File: src/rtl/intt_pkg.sv
// Shared types, constants and helpers for the negacyclic inverse NTT block.
package intt_pkg;

   localparam int COEFF_WIDTH  = 30;
   localparam int MAX_LOG_SIZE = 12;
   localparam int ADDR_W       = MAX_LOG_SIZE;
   localparam int BF_W         = ADDR_W - 1;
   localparam int LOG_W        = 4;
   localparam int CSR_IDX_W    = 3;

   typedef logic [COEFF_WIDTH-1:0] coeff_type;
   typedef logic [ADDR_W-1:0]      addr_type;
   typedef logic [LOG_W-1:0]       log_type;
   typedef logic [CSR_IDX_W-1:0]   csr_idx_type;

   typedef enum logic [1:0] {
      FUNC_WRITE = 2'd0,
      FUNC_READ  = 2'd1,
      FUNC_RUN   = 2'd2,
      FUNC_NOP   = 2'd3
   } func_type;

   localparam csr_idx_type CSR_MODULUS        = 3'd0;
   localparam csr_idx_type CSR_LOG_SIZE       = 3'd1;
   localparam csr_idx_type CSR_INVERSE_ROOT   = 3'd2;
   localparam csr_idx_type CSR_INVERSE_LENGTH = 3'd3;
   localparam csr_idx_type CSR_LAST_SCALE     = 3'd4;

   localparam coeff_type RST_MODULUS        = 30'd1053818881;
   localparam log_type   RST_LOG_SIZE       = 4'd12;
   localparam coeff_type RST_INVERSE_ROOT   = 30'd18959119;
   localparam coeff_type RST_INVERSE_LENGTH = 30'd1053561601;
   localparam coeff_type RST_LAST_SCALE     = 30'd543463427;

   typedef struct packed {
      func_type  func;
      addr_type  index;
      coeff_type value;
   } req_type;

   typedef struct packed {
      coeff_type read_value;
      logic      rejected;
   } rsp_type;

   typedef enum logic [1:0] {
      ASEL_ONE,
      ASEL_POWER,
      ASEL_SUM,
      ASEL_DIFF
   } a_sel_type;

   typedef enum logic [2:0] {
      BSEL_INV_ROOT,
      BSEL_ROOT,
      BSEL_RDATA,
      BSEL_INV_LEN,
      BSEL_LAST,
      BSEL_TWIDDLE
   } b_sel_type;

   typedef enum logic [1:0] {
      WSEL_REQ,
      WSEL_SUM,
      WSEL_MUL
   } wsel_type;

   typedef struct packed {
      logic      coef_we;
      logic      coef_re;
      addr_type  coef_addr;
      wsel_type  coef_wsel;
      logic      tw_we;
      logic      tw_re;
      addr_type  tw_addr;
      logic      mul_start;
      a_sel_type mul_asel;
      b_sel_type mul_bsel;
      logic      ld_root;
      logic      ld_power;
      logic      ld_u;
      logic      ld_v;
      logic      ld_from_mul;
   } cmd_type;

   typedef struct packed {
      logic    mul_busy;
      logic    mul_done;
      logic    rdata_ge_q;
      logic    value_ge_q;
      log_type lg;
   } status_type;

   function automatic addr_type bitrev(input addr_type x);
      addr_type r;
      for (int i = 0; i < ADDR_W; i++) begin
         r[i] = x[ADDR_W-1-i];
      end
      return r;
   endfunction

endpackage

File: src/rtl/intt_ctrl.sv
// Controller: item decode, twiddle build and butterfly sequencing.
module intt_ctrl
   import intt_pkg::*;
(
   input  logic       clock,
   input  logic       reset,
   input  logic       start,
   input  req_type    req,
   input  status_type status,
   output cmd_type    cmd,
   output logic       busy,
   output logic       rsp_valid,
   output logic       rsp_rejected,
   output logic       rsp_read
);

   typedef enum logic [3:0] {
      S_IDLE, S_ROOT, S_ROOT_WAIT, S_TW_WRITE, S_TW_WAIT,
      S_RD_U, S_CHK_U, S_RED_U, S_RD_V, S_CHK_V, S_RED_V,
      S_BF_A, S_MUL_A, S_MUL_B
   } state_type;

   state_type        state_ff, state_in;
   addr_type         tw_cnt_ff, tw_cnt_in, slot_ff, slot_in;
   log_type          round_ff, round_in;
   logic [BF_W-1:0]  bf_ff, bf_in, mask, half_m1;
   logic             rsp_valid_ff, rsp_valid_in, rsp_rej_ff, rsp_rej_in;
   logic             rsp_rd_ff, rsp_rd_in;
   addr_type         n_m2, tt, k_lo, k_hi, tw_waddr;
   logic             last_round, accept;

   always_comb begin
      n_m2     = ADDR_W'((ADDR_W+1)'(1) << status.lg) - ADDR_W'(2);
      half_m1  = BF_W'(((ADDR_W+1)'(1) << (status.lg - LOG_W'(1))) - (ADDR_W+1)'(1));
      mask     = (BF_W'(1) << round_ff) - BF_W'(1);
      tt       = ADDR_W'(1) << round_ff;
      k_lo     = {bf_ff & ~mask, 1'b0} | {1'b0, bf_ff & mask};
      k_hi     = k_lo | tt;
      last_round = (round_ff == status.lg - LOG_W'(1));
      tw_waddr = (bitrev(tw_cnt_ff) >> (LOG_W'(MAX_LOG_SIZE) - status.lg)) + ADDR_W'(1);
      accept   = start && (state_ff == S_IDLE);
   end

   always_comb begin
      cmd          = '0;
      cmd.coef_addr = req.index;
      state_in     = state_ff;
      tw_cnt_in    = tw_cnt_ff;
      slot_in      = slot_ff;
      round_in     = round_ff;
      bf_in        = bf_ff;
      rsp_valid_in = 1'b0;
      rsp_rej_in   = 1'b0;
      rsp_rd_in    = 1'b0;
      unique case (state_ff)
         S_IDLE: begin
            if (accept) begin
               case (req.func)
                  FUNC_WRITE: begin
                     cmd.coef_we   = !status.value_ge_q;
                     cmd.coef_wsel = WSEL_REQ;
                     rsp_valid_in  = 1'b1;
                     rsp_rej_in    = status.value_ge_q;
                  end
                  FUNC_READ: begin
                     cmd.coef_re  = 1'b1;
                     rsp_valid_in = 1'b1;
                     rsp_rd_in    = 1'b1;
                  end
                  FUNC_RUN: state_in = S_ROOT;
                  default: rsp_valid_in = 1'b1;
               endcase
            end
         end
         S_ROOT: begin
            cmd.mul_start = 1'b1;
            cmd.mul_asel  = ASEL_ONE;
            cmd.mul_bsel  = BSEL_INV_ROOT;
            state_in      = S_ROOT_WAIT;
         end
         S_ROOT_WAIT: begin
            if (status.mul_done) begin
               cmd.ld_root = 1'b1;
               tw_cnt_in   = '0;
               state_in    = S_TW_WRITE;
            end
         end
         S_TW_WRITE: begin
            cmd.tw_we     = 1'b1;
            cmd.tw_addr   = tw_waddr;
            cmd.mul_start = 1'b1;
            cmd.mul_asel  = ASEL_POWER;
            cmd.mul_bsel  = BSEL_ROOT;
            state_in      = S_TW_WAIT;
         end
         S_TW_WAIT: begin
            if (status.mul_done) begin
               cmd.ld_power = 1'b1;
               if (tw_cnt_ff == n_m2) begin
                  round_in = '0;
                  bf_in    = '0;
                  slot_in  = ADDR_W'(1);
                  state_in = S_RD_U;
               end else begin
                  tw_cnt_in = tw_cnt_ff + ADDR_W'(1);
                  state_in  = S_TW_WRITE;
               end
            end
         end
         S_RD_U: begin
            cmd.coef_re   = 1'b1;
            cmd.coef_addr = k_lo;
            cmd.tw_re     = 1'b1;
            cmd.tw_addr   = slot_ff;
            state_in      = S_CHK_U;
         end
         S_CHK_U: begin
            if (status.rdata_ge_q) begin
               cmd.mul_start = 1'b1;
               cmd.mul_asel  = ASEL_ONE;
               cmd.mul_bsel  = BSEL_RDATA;
               state_in      = S_RED_U;
            end else begin
               cmd.ld_u = 1'b1;
               state_in = S_RD_V;
            end
         end
         S_RED_U: begin
            if (status.mul_done) begin
               cmd.ld_u        = 1'b1;
               cmd.ld_from_mul = 1'b1;
               state_in        = S_RD_V;
            end
         end
         S_RD_V: begin
            cmd.coef_re   = 1'b1;
            cmd.coef_addr = k_hi;
            state_in      = S_CHK_V;
         end
         S_CHK_V: begin
            if (status.rdata_ge_q) begin
               cmd.mul_start = 1'b1;
               cmd.mul_asel  = ASEL_ONE;
               cmd.mul_bsel  = BSEL_RDATA;
               state_in      = S_RED_V;
            end else begin
               cmd.ld_v = 1'b1;
               state_in = S_BF_A;
            end
         end
         S_RED_V: begin
            if (status.mul_done) begin
               cmd.ld_v        = 1'b1;
               cmd.ld_from_mul = 1'b1;
               state_in        = S_BF_A;
            end
         end
         S_BF_A: begin
            cmd.mul_start = 1'b1;
            if (last_round) begin
               cmd.mul_asel = ASEL_SUM;
               cmd.mul_bsel = BSEL_INV_LEN;
               state_in     = S_MUL_A;
            end else begin
               cmd.coef_we   = 1'b1;
               cmd.coef_addr = k_lo;
               cmd.coef_wsel = WSEL_SUM;
               cmd.mul_asel  = ASEL_DIFF;
               cmd.mul_bsel  = BSEL_TWIDDLE;
               state_in      = S_MUL_B;
            end
         end
         S_MUL_A: begin
            if (status.mul_done) begin
               cmd.coef_we   = 1'b1;
               cmd.coef_addr = k_lo;
               cmd.coef_wsel = WSEL_MUL;
               cmd.mul_start = 1'b1;
               cmd.mul_asel  = ASEL_DIFF;
               cmd.mul_bsel  = BSEL_LAST;
               state_in      = S_MUL_B;
            end
         end
         S_MUL_B: begin
            if (status.mul_done) begin
               cmd.coef_we   = 1'b1;
               cmd.coef_addr = k_hi;
               cmd.coef_wsel = WSEL_MUL;
               if ((bf_ff & mask) == mask) begin
                  slot_in = slot_ff + ADDR_W'(1);
               end
               if (bf_ff == half_m1) begin
                  bf_in = '0;
                  if (last_round) begin
                     rsp_valid_in = 1'b1;
                     state_in     = S_IDLE;
                  end else begin
                     round_in = round_ff + LOG_W'(1);
                     state_in = S_RD_U;
                  end
               end else begin
                  bf_in    = bf_ff + BF_W'(1);
                  state_in = S_RD_U;
               end
            end
         end
         default: state_in = S_IDLE;
      endcase
   end

   always_ff @(posedge clock) begin
      if (reset) begin
         state_ff     <= S_IDLE;
         rsp_valid_ff <= 1'b0;
         rsp_rej_ff   <= 1'b0;
         rsp_rd_ff    <= 1'b0;
      end else begin
         state_ff     <= state_in;
         rsp_valid_ff <= rsp_valid_in;
         rsp_rej_ff   <= rsp_rej_in;
         rsp_rd_ff    <= rsp_rd_in;
      end
      tw_cnt_ff <= tw_cnt_in;
      slot_ff   <= slot_in;
      round_ff  <= round_in;
      bf_ff     <= bf_in;
   end

   assign busy         = (state_ff != S_IDLE);
   assign rsp_valid    = rsp_valid_ff;
   assign rsp_rejected = rsp_rej_ff;
   assign rsp_read     = rsp_rd_ff;

   a_item_answered: assert property (@(posedge clock) disable iff (reset)
      (accept && req.func != FUNC_RUN) |=> rsp_valid_ff)
      else $error("non-run item got no result");

   a_mul_free: assert property (@(posedge clock) disable iff (reset)
      cmd.mul_start |-> !status.mul_busy)
      else $error("multiplier started while busy");

   a_port_conflict: assert property (@(posedge clock) disable iff (reset)
      cmd.coef_we |-> !cmd.coef_re)
      else $error("coefficient memory read and write in one cycle");

   a_run_silent: assert property (@(posedge clock) disable iff (reset)
      (busy && $past(busy)) |-> !rsp_valid_ff || state_ff == S_IDLE)
      else $error("result during a run");

endmodule

File: config.mk
export PLATFORM = sky130hd
export DESIGN_NAME = intt_ctrl
export DESIGN_NICKNAME = d
export VERILOG_FILES = /design/src/rtl/intt_pkg.sv /design/src/rtl/intt_ctrl.sv
export SDC_FILE = /design/constraint.sdc
export NUM_CORES = 1
export LEC_CHECK = 0
export BUFFER_PORTS_ARGS = -buffer_cell sky130_fd_sc_hd__clkbuf_2
export CAP_MARGIN = 15
export CORE_MARGIN = 8
export CORE_UTILIZATION = 35
export DETAILED_ROUTE_END_ITERATION = 8
export HOLD_SLACK_MARGIN = 0.06
export PLACE_DENSITY = 0.54
export SYNTH_ARGS = -nofsm -noshare
export SYNTH_HDL_FRONTEND = slang
export SYNTH_SLANG_ARGS = --single-unit
File: constraint.sdc
create_clock -name clock -period 4.8 [get_ports clock]
set_clock_uncertainty 0.2 [all_clocks]
set_input_delay 0.24 -clock clock [delete_from_list [all_inputs] [get_ports clock]]
set_output_delay 0.24 -clock clock [all_outputs]
set_load 0.005 [all_outputs]
# ---- Word level (Yosys, flattened, before mapping)
# Cells that the tools add are included.
dict set report totals {
  ff_bits 46
  input_bits 55
  wordCells 147
}
dict set report op_classes {
  addsub 10
  eq_ne 32
  shift 5
  muxes 67
  bitwise 8
  n_reduce_logical 17
}
# cell count
set op_table {}
lappend op_table {{$mux 12} 7}
lappend op_table {{$pmux 12 s2} 3}
lappend op_table {{$mux 4} 16}
lappend op_table {{$pmux 12 s5} 1}
lappend op_table {{$pmux 4 s14} 1}
lappend op_table {{$mux 11} 4}
lappend op_table {{$mux 14} 3}
lappend op_table {{$add 12x1->12 const B} 3}
lappend op_table {{$pmux 6 s5} 1}
lappend op_table {{$eq 4x4->1 const B} 6}
lappend op_table {{$ne 2x2->1 const B} 12}
lappend op_table {{$shl 1x4->12 const A} 2}
lappend op_table {{$and 11x11->11} 2}
lappend op_table {{$eq 11x11->1} 2}
lappend op_table {{$pmux 11 s2} 1}
lappend op_table {{$shl 1x4->11 const A} 2}
lappend op_table {{$sub 11x2->11 const B} 2}
lappend op_table {{$eq 4x3->1 const B} 4}
lappend op_table {{$mux 1} 16}
lappend op_table {{$eq 12x12->1} 1}
lappend op_table {{$mux 6} 2}
lappend op_table {{$or 12x11->12} 1}
lappend op_table {{$or 12x12->12} 1}
lappend op_table {{$shr 12x4->12} 1}
lappend op_table {{other kinds (32)} 45}

# ---- Depth between registers and ports, before layout
# Gate-level depths: netlist (run 1).
dict set report logic_depth {
  depth_word 8
  depth_mapped 16
}

# ---- Worst setup path before layout (run 1)
# OpenSTA, ideal clock, no wires.
dict set report synth_timing {
  path_kind {in2reg}
  startpoint {in status[2] (netlist name)}
  endpoint {reg slot_ff[0] (enable)}
  setup_ns 0.387
  arrival_ns 3.576
  required_time_ns 4.213
  slack_ns 0.637
  path_stages 14
  n_path_buf 4
  path_cell_list {buf_2 -> clkbuf_1 -> clkbuf_1 -> nor2_1 -> nand2_1 -> ha_1 -> clkbuf_1 -> or4b_2 -> o31ai_1 -> a32oi_1 -> xnor2_1 -> nor3_1 -> nand4_1 -> a22oi_1}
}
dict set report synth_between {
  elab_chain_len 5
}
# element line_no
set synth_rtl {}
lappend synth_rtl {{start, declared} intt_ctrl.sv:9} ;# input status_type status,
lappend synth_rtl {{$shl 1x4->12} intt_ctrl.sv:33} ;# n_m2 = ADDR_W'((ADDR_W+1)'(1) << status.lg) - ADDR_W'(2);
lappend synth_rtl {{$sub 12x3->12} intt_ctrl.sv:33}
lappend synth_rtl {{$eq 12x12->1} intt_ctrl.sv:99} ;# if (tw_cnt_ff == n_m2) begin
lappend synth_rtl {{$ne 2x2->1 (no source line)} n/a}
lappend synth_rtl {{$reduce_and 5->1 (no source line)} n/a}
lappend synth_rtl {{end signal, assigned} intt_ctrl.sv:224} ;# slot_ff <= slot_in;
lappend synth_rtl {{end, declared} intt_ctrl.sv:24} ;# addr_type tw_cnt_ff, tw_cnt_in, slot_ff, slot_in;
# Every way passes these cells.
# A chain may end at the register's enable or synchronous reset.

==> metrics.csv, run 1 <==
stage;metric;value;unit
synth;sequential fraction of the synthesis area;0.221;
timing;Slew Limit Fails;0;
drt;# DRC;0;
clock_tree;Clock Latency Late Sink;0.30;ns
placed_design;dpl cells;1021;
layout;Ant. Diodes;0;
clock_tree;Clock Sinks;46;
drt;Avg Vias per Cell;5.70;
setup_path;maximum fanout along the worst path;20;
setup_path;CP Capture Type;output pin;
floorplanning;die area;21400;sq um
layout;Layout Cells excl Fill;1033;
setup_path;Worst EP required;4.36;ns
drt;First-pass DRT Iterations;5;
timing;setup TNS;0;ns
synth;number of synthesized flops with an enable pin;39;
synth;mapped cell area;5930;sq um
clock_tree;CTS tree;built;
floorplanning;die width;146;um
placed_design;Routability Congestion;0.863;
global_route;total track usage;0.165;
drt;vias post-DR;5885;
floorplanning;Starting Density;0.358;
timing;endpoints failing hold;0;
power_and_ir_drop;Power, Total;1.10;mW
synth;Cell variety after synth;86;
clock_tree;CTS Buf Count;5;
timing;Slew HR;0.493;
drt;final WL;18.1;mm
synth;Synth Net Count;844;
timing;final setup vio count;0;
drt;ANT nets after route;0;
synth;Syn Inst Count;769;
synth;Yosys reg bits;46;
synth;Yosys warnings;0;
clock_tree;Setup Fix Bufs, Post-CTS;0;
floorplanning;Site Rows;47;
global_route;initial antenna violation count;0;
timing;period utilization;0.912;
min_path;Tightest Hold Check Type;input port to register;
global_route;global-route wire length before repair;29.8;mm
timing;fin crit period;4.38;ns
setup_path;Worst EP arrival;3.94;ns
layout;layout cells sized above 1;0.157;
timing;Hold Slack;0.0712;ns
clock_tree;Worst-path clk slew;0.06;ns
synth;Post-Syn Area per Cell;7.71;sq um
clock_tree;worst-case clock buffer depth;2;
synth;Post-synth top flop;edfxtp_1;
timing;RSZ-0062 raised after global routing;no;
floorplanning;# IOs;100;
placed_design;post-DP HPWL;13.6;mm
setup_path;CP Class;input port to output pin;
floorplanning;Die Span Y;146;um
clock_tree;CTS root buffer;clkbuf_16;
drt;WL/cell;17.5;um
global_route;gr ovfl total;0;
flow_run;Max Cap Viol;0;
floorplanning;Core ar.;16600;sq um
status;status;finished clean;
power_and_ir_drop;Max VDD drop;0.000130;V
clock_tree;H-tree level count;2;
placed_design;Port Buffers;68;
global_route;number of global-route vias before repair;5476;
global_route;largest net degree at the start of global routing;25;
layout;synth-to-layout area growth;11.8;%
timing;measured slew at the worst slew-check pin;0.760;ns
power_and_ir_drop;Leak;2.55;nW
synth;asr flop ratio synth;0;
setup_path;Setup crit start kind;input port;
power_and_ir_drop;power per cell area;166;nW/um^2
timing;Achievable Freq;228;MHz
layout;NumNets Final;887;
layout;Final Core Density;0.400;
drt;DRT iter0 DRCs;496;
-- critical path: stages --
cell and delay, ns:
clkbuf_2 0.13, inv_1 0.06, buf_4 0.16, ha_1 0.78, mux2i_1 0.24, mux2_4 0.34
or3_1 0.30, o21ai_1 0.25, nor4b_2 0.41, or3b_1 0.39, mux2_1 0.33, a22o_1 0.18
clkbuf_2 0.11
-- metal layers --
layer	vias up	wire (um)	share of wire	global-route usage
li1	2899	-	-	-
met1	2796	8700	0.48	0.234
met2	173	8270	0.46	0.261
met3	17	910	0.050	0.0182
met4	0	216	0.012	0.0376
met5	-	0	0	0
-- kinds of logic after synthesis --
| kind of cell | after synthesis | share of synthesized area |
|---|---|---|
| DFF | 46 | 0.221 |
| buffers and inverters | 86 | 0.0612 |
| xor gates and xnor gates | 68 | 0.110 |
| adders and majority gates | 20 | 0.0422 |
| and+or+nand+nor | 335 | 0.280 |
| muxes | 24 | 0.0574 |
| AOI/OAI and AO/OA | 190 | 0.229 |
-- power breakdown --
part	switching, mW	total [mW]	internal (mW)
Sequential	0.00732	0.437	0.430
Combinational	0.170	0.296	0.126
Clock	0.173	0.368	0.195
-- path summary, 6_finish.rpt --
path | startpoint | to | slack (ns) | cells past startpoint
setup / recovery | status[0] | cmd[22] | 0.42 | 13
hold / removal | req[43] | rsp_read$_SDFF_PP0_ | 0.07 | 3
setup reg to reg | round_ff[0]$_SDFFCE_PN0P_ | slot_ff[8]$_SDFFCE_PN0P_ | 1.25 | 12
hold reg to reg | slot_ff[0]$_SDFFCE_PN1P_ | slot_ff[0]$_SDFFCE_PN1P_ | 0.45 | 1
-- what timing repair did --
item / 4_1_cts / 5_1_grt
endpoints found under the hold margin: 4 / 0
hold buffers: 4 / 0
gates resized for setup: 0 / 0
-- placed cells by master, fill, tap and decap left out, types with 5 or more instances in the layout --
cell type,Yosys,layout
a21o_1,5,5
inv_1,31,31
nor4_1,6,6
o211ai_1,7,7
dfxtp_1,7,7
xnor2_1,35,35
or2_2,9,9
o21a_1,6,6
clkbuf_2,0,68
a211oi_1,9,9
a32oi_1,5,5
edfxtp_1,39,39
nand3_1,31,31
mux2i_1,13,13
o31ai_1,7,7
nor2b_1,18,18
o21ai_0,30,30
o221ai_1,8,8
mux4_2,6,6
xor2_1,29,29
nand4_1,11,11
nor2_1,109,109
a22o_1,14,14
clkbuf_16,0,5
and3_1,11,11
a21oi_1,40,40
nor3_1,16,16
or3_1,13,13
nand2b_1,10,10
nand2_1,71,71
ha_1,20,20
buf_4,2,19
-- registers in the layout, indices dropped and copies added, names as in the netlist --
signal        cells
slot_ff          12
tw_cnt_ff        12
bf_ff            11
round_ff          4
state_ff          4
rsp_read          1
rsp_rejected      1
rsp_valid         1
-- layout make-up --
type / instances / area, sq um
inverter: 31 / 116
timing repair buffer: 91 / 523
clock buffer: 5 / 125
clock inverter: 3 / 23.8
multi-input combinational: 637 / 4260
sequential: 46 / 1310
fill: 1743 / 9950
tap: 220 / 275
-- synthesized netlist by cell type, types with 6 or more instances --
cell,count,share of area
a211oi_1,9,0.011
a21oi_1,40,0.034
a22o_1,14,0.021
and3_1,11,0.012
buf_2,8,0.0068
clkbuf_1,39,0.025
dfxtp_1,7,0.024
edfxtp_1,39,0.20
ha_1,20,0.042
inv_1,31,0.020
mux2i_1,13,0.022
mux4_2,6,0.023
nand2_1,71,0.045
nand2b_1,10,0.011
nand3_1,31,0.026
nand4_1,11,0.012
nor2_1,109,0.069
nor2b_1,18,0.019
nor3_1,16,0.014
nor4_1,6,0.0063
o211ai_1,7,0.0089
o21a_1,6,0.0076
o21ai_0,30,0.025
o221ai_1,8,0.012
o31ai_1,7,0.0089
or2_2,9,0.0095
or3_1,13,0.014
xnor2_1,35,0.052
xor2_1,29,0.043
-- metrics by stage --
step | setup WS, ns | instance area (sq um)
2_1_floorplan | 0.637 | 5930
3_3_place_gp | 0.474 | 6440
3_5_place_dp | 0.409 | 6440
4_1_cts | 0.417 | 6630
5_1_grt | 0.207 | 6630
6_report | 0.422 | 6630
No activity file was read; power rests on OpenSTA's default activity.
==> inputs of run 2 (changes only) <==
CORE_UTILIZATION = 55   (was 35)
CTS_CLUSTER_DIAMETER = 40   (was not set)
PLACE_DENSITY = 0.78   (was 0.54)
==> run 2 against run 1 <==
Hold slack gained 0.059 ns. Final area shrank 3.0%. Fmax shrank 2.7%. Wire length shrank 5.7%. Core utilization grew 20 points. Critical endpoint unchanged. Largest cell class unchanged.
==> metrics.csv, run 2 (synthesized netlist as in run 1, its figures left out) <==
stage;metric;value;unit
clock_tree;Worst-path clk slew;0.09;ns
drt;final WL;17.1;mm
setup_path;maximum fanout along the worst path;20;
global_route;global-route wire length before repair;27.5;mm
drt;vias post-DR;6197;
power_and_ir_drop;Sw Share;0.335;
setup_path;CP Capture Type;output pin;
floorplanning;die width;120;um
placed_design;Routability Congestion;0.948;
layout;Regs by FF count;slot_ff: 12 flops, tw_cnt_ff: 12 flops, bf_ff: 11 flops;
layout;register area;1310;sq um
global_route;gr busiest metal;met2;
flow_run;Max Cap Viol;0;
timing;RSZ-0062 raised after global routing;no;
clock_tree;post-cts resize count;0;
placed_design;Port Buffers;68;
power_and_ir_drop;Leak;2.50;nW
timing;endpoints failing hold;0;
power_and_ir_drop;Max VDD drop;0.000105;V
global_route;initial antenna violation count;0;
drt;First-pass DRT Iterations;6;
placed_design;post-DP HPWL;12.8;mm
timing;final setup vio count;0;
timing;Slew HR;0.435;
global_route;global routing usage on met3;0.0437;
power_and_ir_drop;Power, Total;0.990;mW
layout;Layout fillers;951;
placed_design;placed inst area;6280;sq um
setup_path;Setup crit start kind;input port;
min_path;Tightest Hold Check Type;input port to register;
status;status;finished clean;
clock_tree;CTS tree;built;
timing;period utilization;0.938;
setup_path;Worst EP required;4.36;ns
global_route;GR met1 Demand/Resource;0.295;
layout;Ant. Diodes;0;
timing;setup TNS;0;ns
clock_tree;H-tree level count;2;
power_and_ir_drop;Clock Power Share;0.259;
drt;WL/cell;18.0;um
power_and_ir_drop;Int Power;0.659;mW
layout;NumNets Final;881;
floorplanning;Site Rows;38;
drt;ANT nets after route;0;
clock_tree;worst-case clock buffer depth;2;
timing;measured slew at the worst slew-check pin;0.844;ns
layout;most frequent cells in the layout;nor2_1 (109), nand2_1 (71), clkbuf_2 (68);
power_and_ir_drop;power per cell area;154;nW/um^2
power_and_ir_drop;combinational fraction of design power;0.303;
floorplanning;die area;14400;sq um
layout;layout cells sized above 1;0.149;
drt;# DRC;0;
clock_tree;Clock Latency Late Sink;0.32;ns
clock_tree;Setup Fix Bufs, Post-CTS;0;
clock_tree;CTS root buffer;clkbuf_8;
global_route;total track usage;0.227;
timing;Slew Limit Fails;0;
timing;Achievable Freq;222;MHz
layout;design area;6430;sq um
global_route;M2 GR Usage;0.364;
power_and_ir_drop;NetSw;0.331;mW
floorplanning;Core ar.;10700;sq um
drt;Avg Vias per Cell;6.54;
floorplanning;Starting Density;0.554;
global_route;largest net degree at the start of global routing;31;
clock_tree;Clock Sinks;46;
global_route;gr ovfl total;0;
floorplanning;Die Span Y;120;um
power_and_ir_drop;register share of total power;0.438;
clock_tree;CTS Buf Count;5;
drt;DRT iter0 DRCs;818;
setup_path;Worst EP arrival;4.06;ns
layout;Multi-input gate area;4260;sq um
setup_path;CP Class;input port to output pin;
layout;synth-to-layout area growth;8.50;%
floorplanning;# IOs;100;
timing;fin crit period;4.50;ns
layout;commonest non-fill, non-tap cell in the layout;nor2_1;
global_route;number of global-route vias before repair;5569;
==> run 2: changes by cell type in the layout (fill, tap and decap cells not counted) <==
cell	change
dlygate4sd3_1	+2
clkbuf_8	+5
clkbuf_16	-5
buf_4	-8
==> run 2: worst paths after layout <==
| kind | start | end | slack (ns) | depth (start not counted) |
|---|---|---|---|---|
| setup reg to reg | round_ff[0]$_SDFFCE_PN0P_ | slot_ff[1]$_SDFFCE_PN0P_ | 1.26 | 11 |
| hold reg to reg | slot_ff[0]$_SDFFCE_PN1P_ | slot_ff[0]$_SDFFCE_PN1P_ | 0.45 | 1 |
| hold / removal | req[43] | rsp_rejected$_SDFF_PP0_ | 0.13 | 3 |
| setup / recovery | status[0] | cmd[22] | 0.30 | 12 |
==> run 2: routing by layer <==
layer	part of all wire	vias to the layer above
met5	0	-
met4	0.027	0
met3	0.087	42
met2	0.47	347
met1	0.42	2913
li1	-	2895
==> run 2: metrics by stage <==
| step | setup slack (ns) | std cells | util | hold WS (ns) |
|---|---|---|---|---|
| 5_1_grt | 0.0693 | 947 | 0.601 | 0.135 |
| 4_1_cts | 0.365 | 947 | 0.601 | 0.124 |
| 2_1_floorplan | 0.637 | 769 | - | 0.112 |
| 3_3_place_gp | 0.451 | 933 | 0.587 | 0.314 |
| 6_report | 0.299 | 947 | 0.601 | 0.131 |
| 3_5_place_dp | 0.330 | 933 | 0.587 | 0.324 |
==> run 2: worst max-delay path: stages <==
cell      delay [ns]
clkbuf_2        0.19
inv_1           0.19
ha_1            0.85
mux2i_1         0.29
mux4_2          0.55
nor3_2          0.22
nand4b_1        0.14
nor4b_2         0.37
or3b_1          0.40
mux2_1          0.32
a22o_1          0.18
clkbuf_2        0.11
==> run 2: what timing repair did <==
item	CTS	global route
setup endpoints to repair	0	0
hold endpoints to repair	4	0
hold buffers	6	0
==> run 2: power groups by stage <==
| stage | Combinational, mW | Clock (mW) | Sequential (mW) |
|---|---|---|---|
| floorplan | 0.225 | 0 | 0.440 |
| global placement | 0.282 | 0 | 0.443 |
| detailed placement | 0.290 | 0 | 0.443 |
| CTS | 0.295 | 0.258 | 0.434 |
| global route | 0.326 | 0.274 | 0.434 |
| finish | 0.300 | 0.256 | 0.434 |
==> run 2: area by class of cell <==
cell class | count | area share
clock buffer | 5 | 0.0107
inverter | 31 | 0.0181
sequential | 46 | 0.204
multi-input combinational | 637 | 0.661
timing repair buffer | 85 | 0.0751
clock inverter | 3 | 0.00370
tap | 140 | 0.0272
==> inputs of run 3 (changes only) <==
BUFFER_PORTS_ARGS = -buffer_cell sky130_fd_sc_hd__buf_2   (was -buffer_cell sky130_fd_sc_hd__clkbuf_2)
CORE_ASPECT_RATIO = 0.7   (was not set)
==> run 3 against run 2 <==
Combinational power grew 1%. Hold slack got worse by 0.065 ns. Register-to-register slack worse by 0.17 ns. Global-route usage increased by 1.3 points. Critical path depth unchanged. Wire length grew 3.2%. Power increased by 10%. Fmax up 1.4%. Flip-flop and latch count unchanged. Largest power group unchanged.
==> metrics.csv, run 3 (synthesized netlist as in run 1, its figures left out) <==
stage;metric;value;unit
status;status;finished clean;
layout;NumNets Final;882;
setup_path;Reg2Reg Setup Slack;1.09;ns
layout;Ant. Diodes;0;
floorplanning;Die Span Y;103;um
layout;design area;6470;sq um
floorplanning;Starting Density;0.568;
clock_tree;worst-case clock buffer depth;2;
timing;measured slew at the worst slew-check pin;0.757;ns
timing;fin crit period;4.44;ns
drt;DRT iter0 DRCs;845;
setup_path;Setup crit start kind;input port;
min_path;min-delay src;start;
clock_tree;CTS root buffer;clkbuf_16;
clock_tree;CTS Buf Count;5;
layout;layout cells sized above 1;0.150;
timing;period utilization;0.925;
layout;synth-to-layout area growth;9.20;%
setup_path;Worst EP required;4.36;ns
power_and_ir_drop;Leak;2.55;nW
global_route;gr ovfl total;0;
layout;Layout Cells excl Fill;940;
global_route;number of global-route vias before repair;5857;
layout;commonest non-fill, non-tap cell in the layout;nor2_1;
placed_design;pre-CTS setup slack;0.283;ns
layout;Regs by FF count;slot_ff: 12 flops, tw_cnt_ff: 12 flops, bf_ff: 11 flops;
global_route;initial antenna violation count;0;
timing;PnR worst setup slack;0.360;ns
clock_tree;Worst-path clk slew;0.06;ns
drt;final WL;17.6;mm
placed_design;Port Buffers;68;
placed_design;post-DP HPWL;12.9;mm
power_and_ir_drop;Max VDD drop;0.000145;V
timing;RSZ-0062 raised after global routing;no;
floorplanning;die area;14400;sq um
flow_run;Max Cap Viol;0;
layout;register area;1310;sq um
clock_tree;Clock Latency Late Sink;0.29;ns
global_route;total track usage;0.239;
setup_path;CP Capture Type;output pin;
drt;WL/cell;18.7;um
clock_tree;CTS tree;built;
min_path;Hold EP;rsp_valid$_SDFF_PP0_;
timing;final setup vio count;0;
floorplanning;# IOs;100;
drt;First-pass DRT Iterations;6;
timing;endpoints failing hold;0;
power_and_ir_drop;power per cell area;168;nW/um^2
setup_path;maximum fanout along the worst path;20;
timing;Achievable Freq;225;MHz
timing;Slew HR;0.495;
drt;vias post-DR;6211;
floorplanning;Site Rows;31;
setup_path;CP Class;input port to output pin;
setup_path;FF-to-FF Start;round_ff[0]$_SDFFCE_PN0P_;
clock_tree;post-cts resize count;0;
layout;Layout fillers;937;
placed_design;placed inst area;6290;sq um
global_route;global-route wire length before repair;28.6;mm
timing;Slew Limit Fails;0;
placed_design;Routability Congestion;0.930;
layout;most frequent cells in the layout;nor2_1 (109), nand2_1 (71), buf_2 (68);
min_path;hold depth;3;
drt;# DRC;0;
drt;Avg Vias per Cell;6.61;
clock_tree;H-tree level count;2;
setup_path;Worst Reg-to-Reg Cells;11;
placed_design;dpl cells;928;
floorplanning;die width;140;um
layout;Multi-input gate area;4260;sq um
clock_tree;Clock Sinks;46;
timing;setup TNS;0;ns
drt;ANT nets after route;0;
floorplanning;Core ar.;10400;sq um
setup_path;Worst EP arrival;4.00;ns
global_route;largest net degree at the start of global routing;31;
setup_path;RR Endpoint;slot_ff[6]$_SDFFCE_PN0P_;
timing;Hold Slack;0.0660;ns
min_path;Tightest Hold Check Type;input port to register;
-- run 3: cell type report --
cell class / count / area share
clock buffer: 6 / 0.0199
clock inverter: 2 / 0.00193
inverter: 31 / 0.0180
multi-input combinational: 637 / 0.657
sequential: 46 / 0.203
tap: 132 / 0.0255
timing repair buffer: 86 / 0.0750
-- run 3: routing by layer --
layer / track usage / wire length, um / vias up
met5: 0 / 0 / -
met4: 0.0706 / 329 / 0
met3: 0.0453 / 1720 / 45
met2: 0.382 / 7770 / 352
met1: 0.325 / 7790 / 2929
li1: - / - / 2885
-- run 3: how the worst max path moves through the flow --
stage / slack (ns) / cells past startpoint / from / end
after floorplan: 0.64 / 14 / status[2] / slot_ff[0]$_SDFFCE_PN1P_
after global placement: 0.45 / 15 / status[0] / round_ff[3]$_SDFFCE_PN0P_
after detailed placement: 0.28 / 15 / status[0] / round_ff[3]$_SDFFCE_PN0P_
after CTS: 0.44 / 12 / status[1] / cmd[22]
after global routing: 0.15 / 12 / status[1] / cmd[22]
final: 0.36 / 12 / status[1] / cmd[22]
-- run 3: worst max-delay path, cell delays in order --
cell	delay (ns)
buf_2	0.18
inv_1	0.11
ha_1	0.79
mux2i_1	0.27
mux4_2	0.56
nor3_2	0.25
nand4b_1	0.14
nor4b_2	0.40
or3b_1	0.40
mux2_1	0.33
a22o_1	0.18
buf_2	0.12
-- run 3: timing repair --
item                       in CTS  in global routing
setup endpoints to repair       0                  0
hold endpoints to repair        4                  0
hold buffers                    4                  0
buffers inserted                0                  0
-- run 3: through the flow --
| step | power, mW | util |
|---|---|---|
| 6_report | 1.09 | 0.621 |
| 5_1_grt | 1.14 | 0.621 |
| 4_1_cts | 1.09 | 0.621 |
| 3_5_place_dp | 0.735 | 0.603 |
| 3_3_place_gp | 0.725 | 0.603 |
| 2_1_floorplan | 0.666 | - |
-- run 3: power by group --
group / leakage (nW) / switching [mW] / internal (mW)
Clock: 0.0689 / 0.159 / 0.194
Sequential: 0.451 / 0.00398 / 0.430
Combinational: 2.03 / 0.180 / 0.124
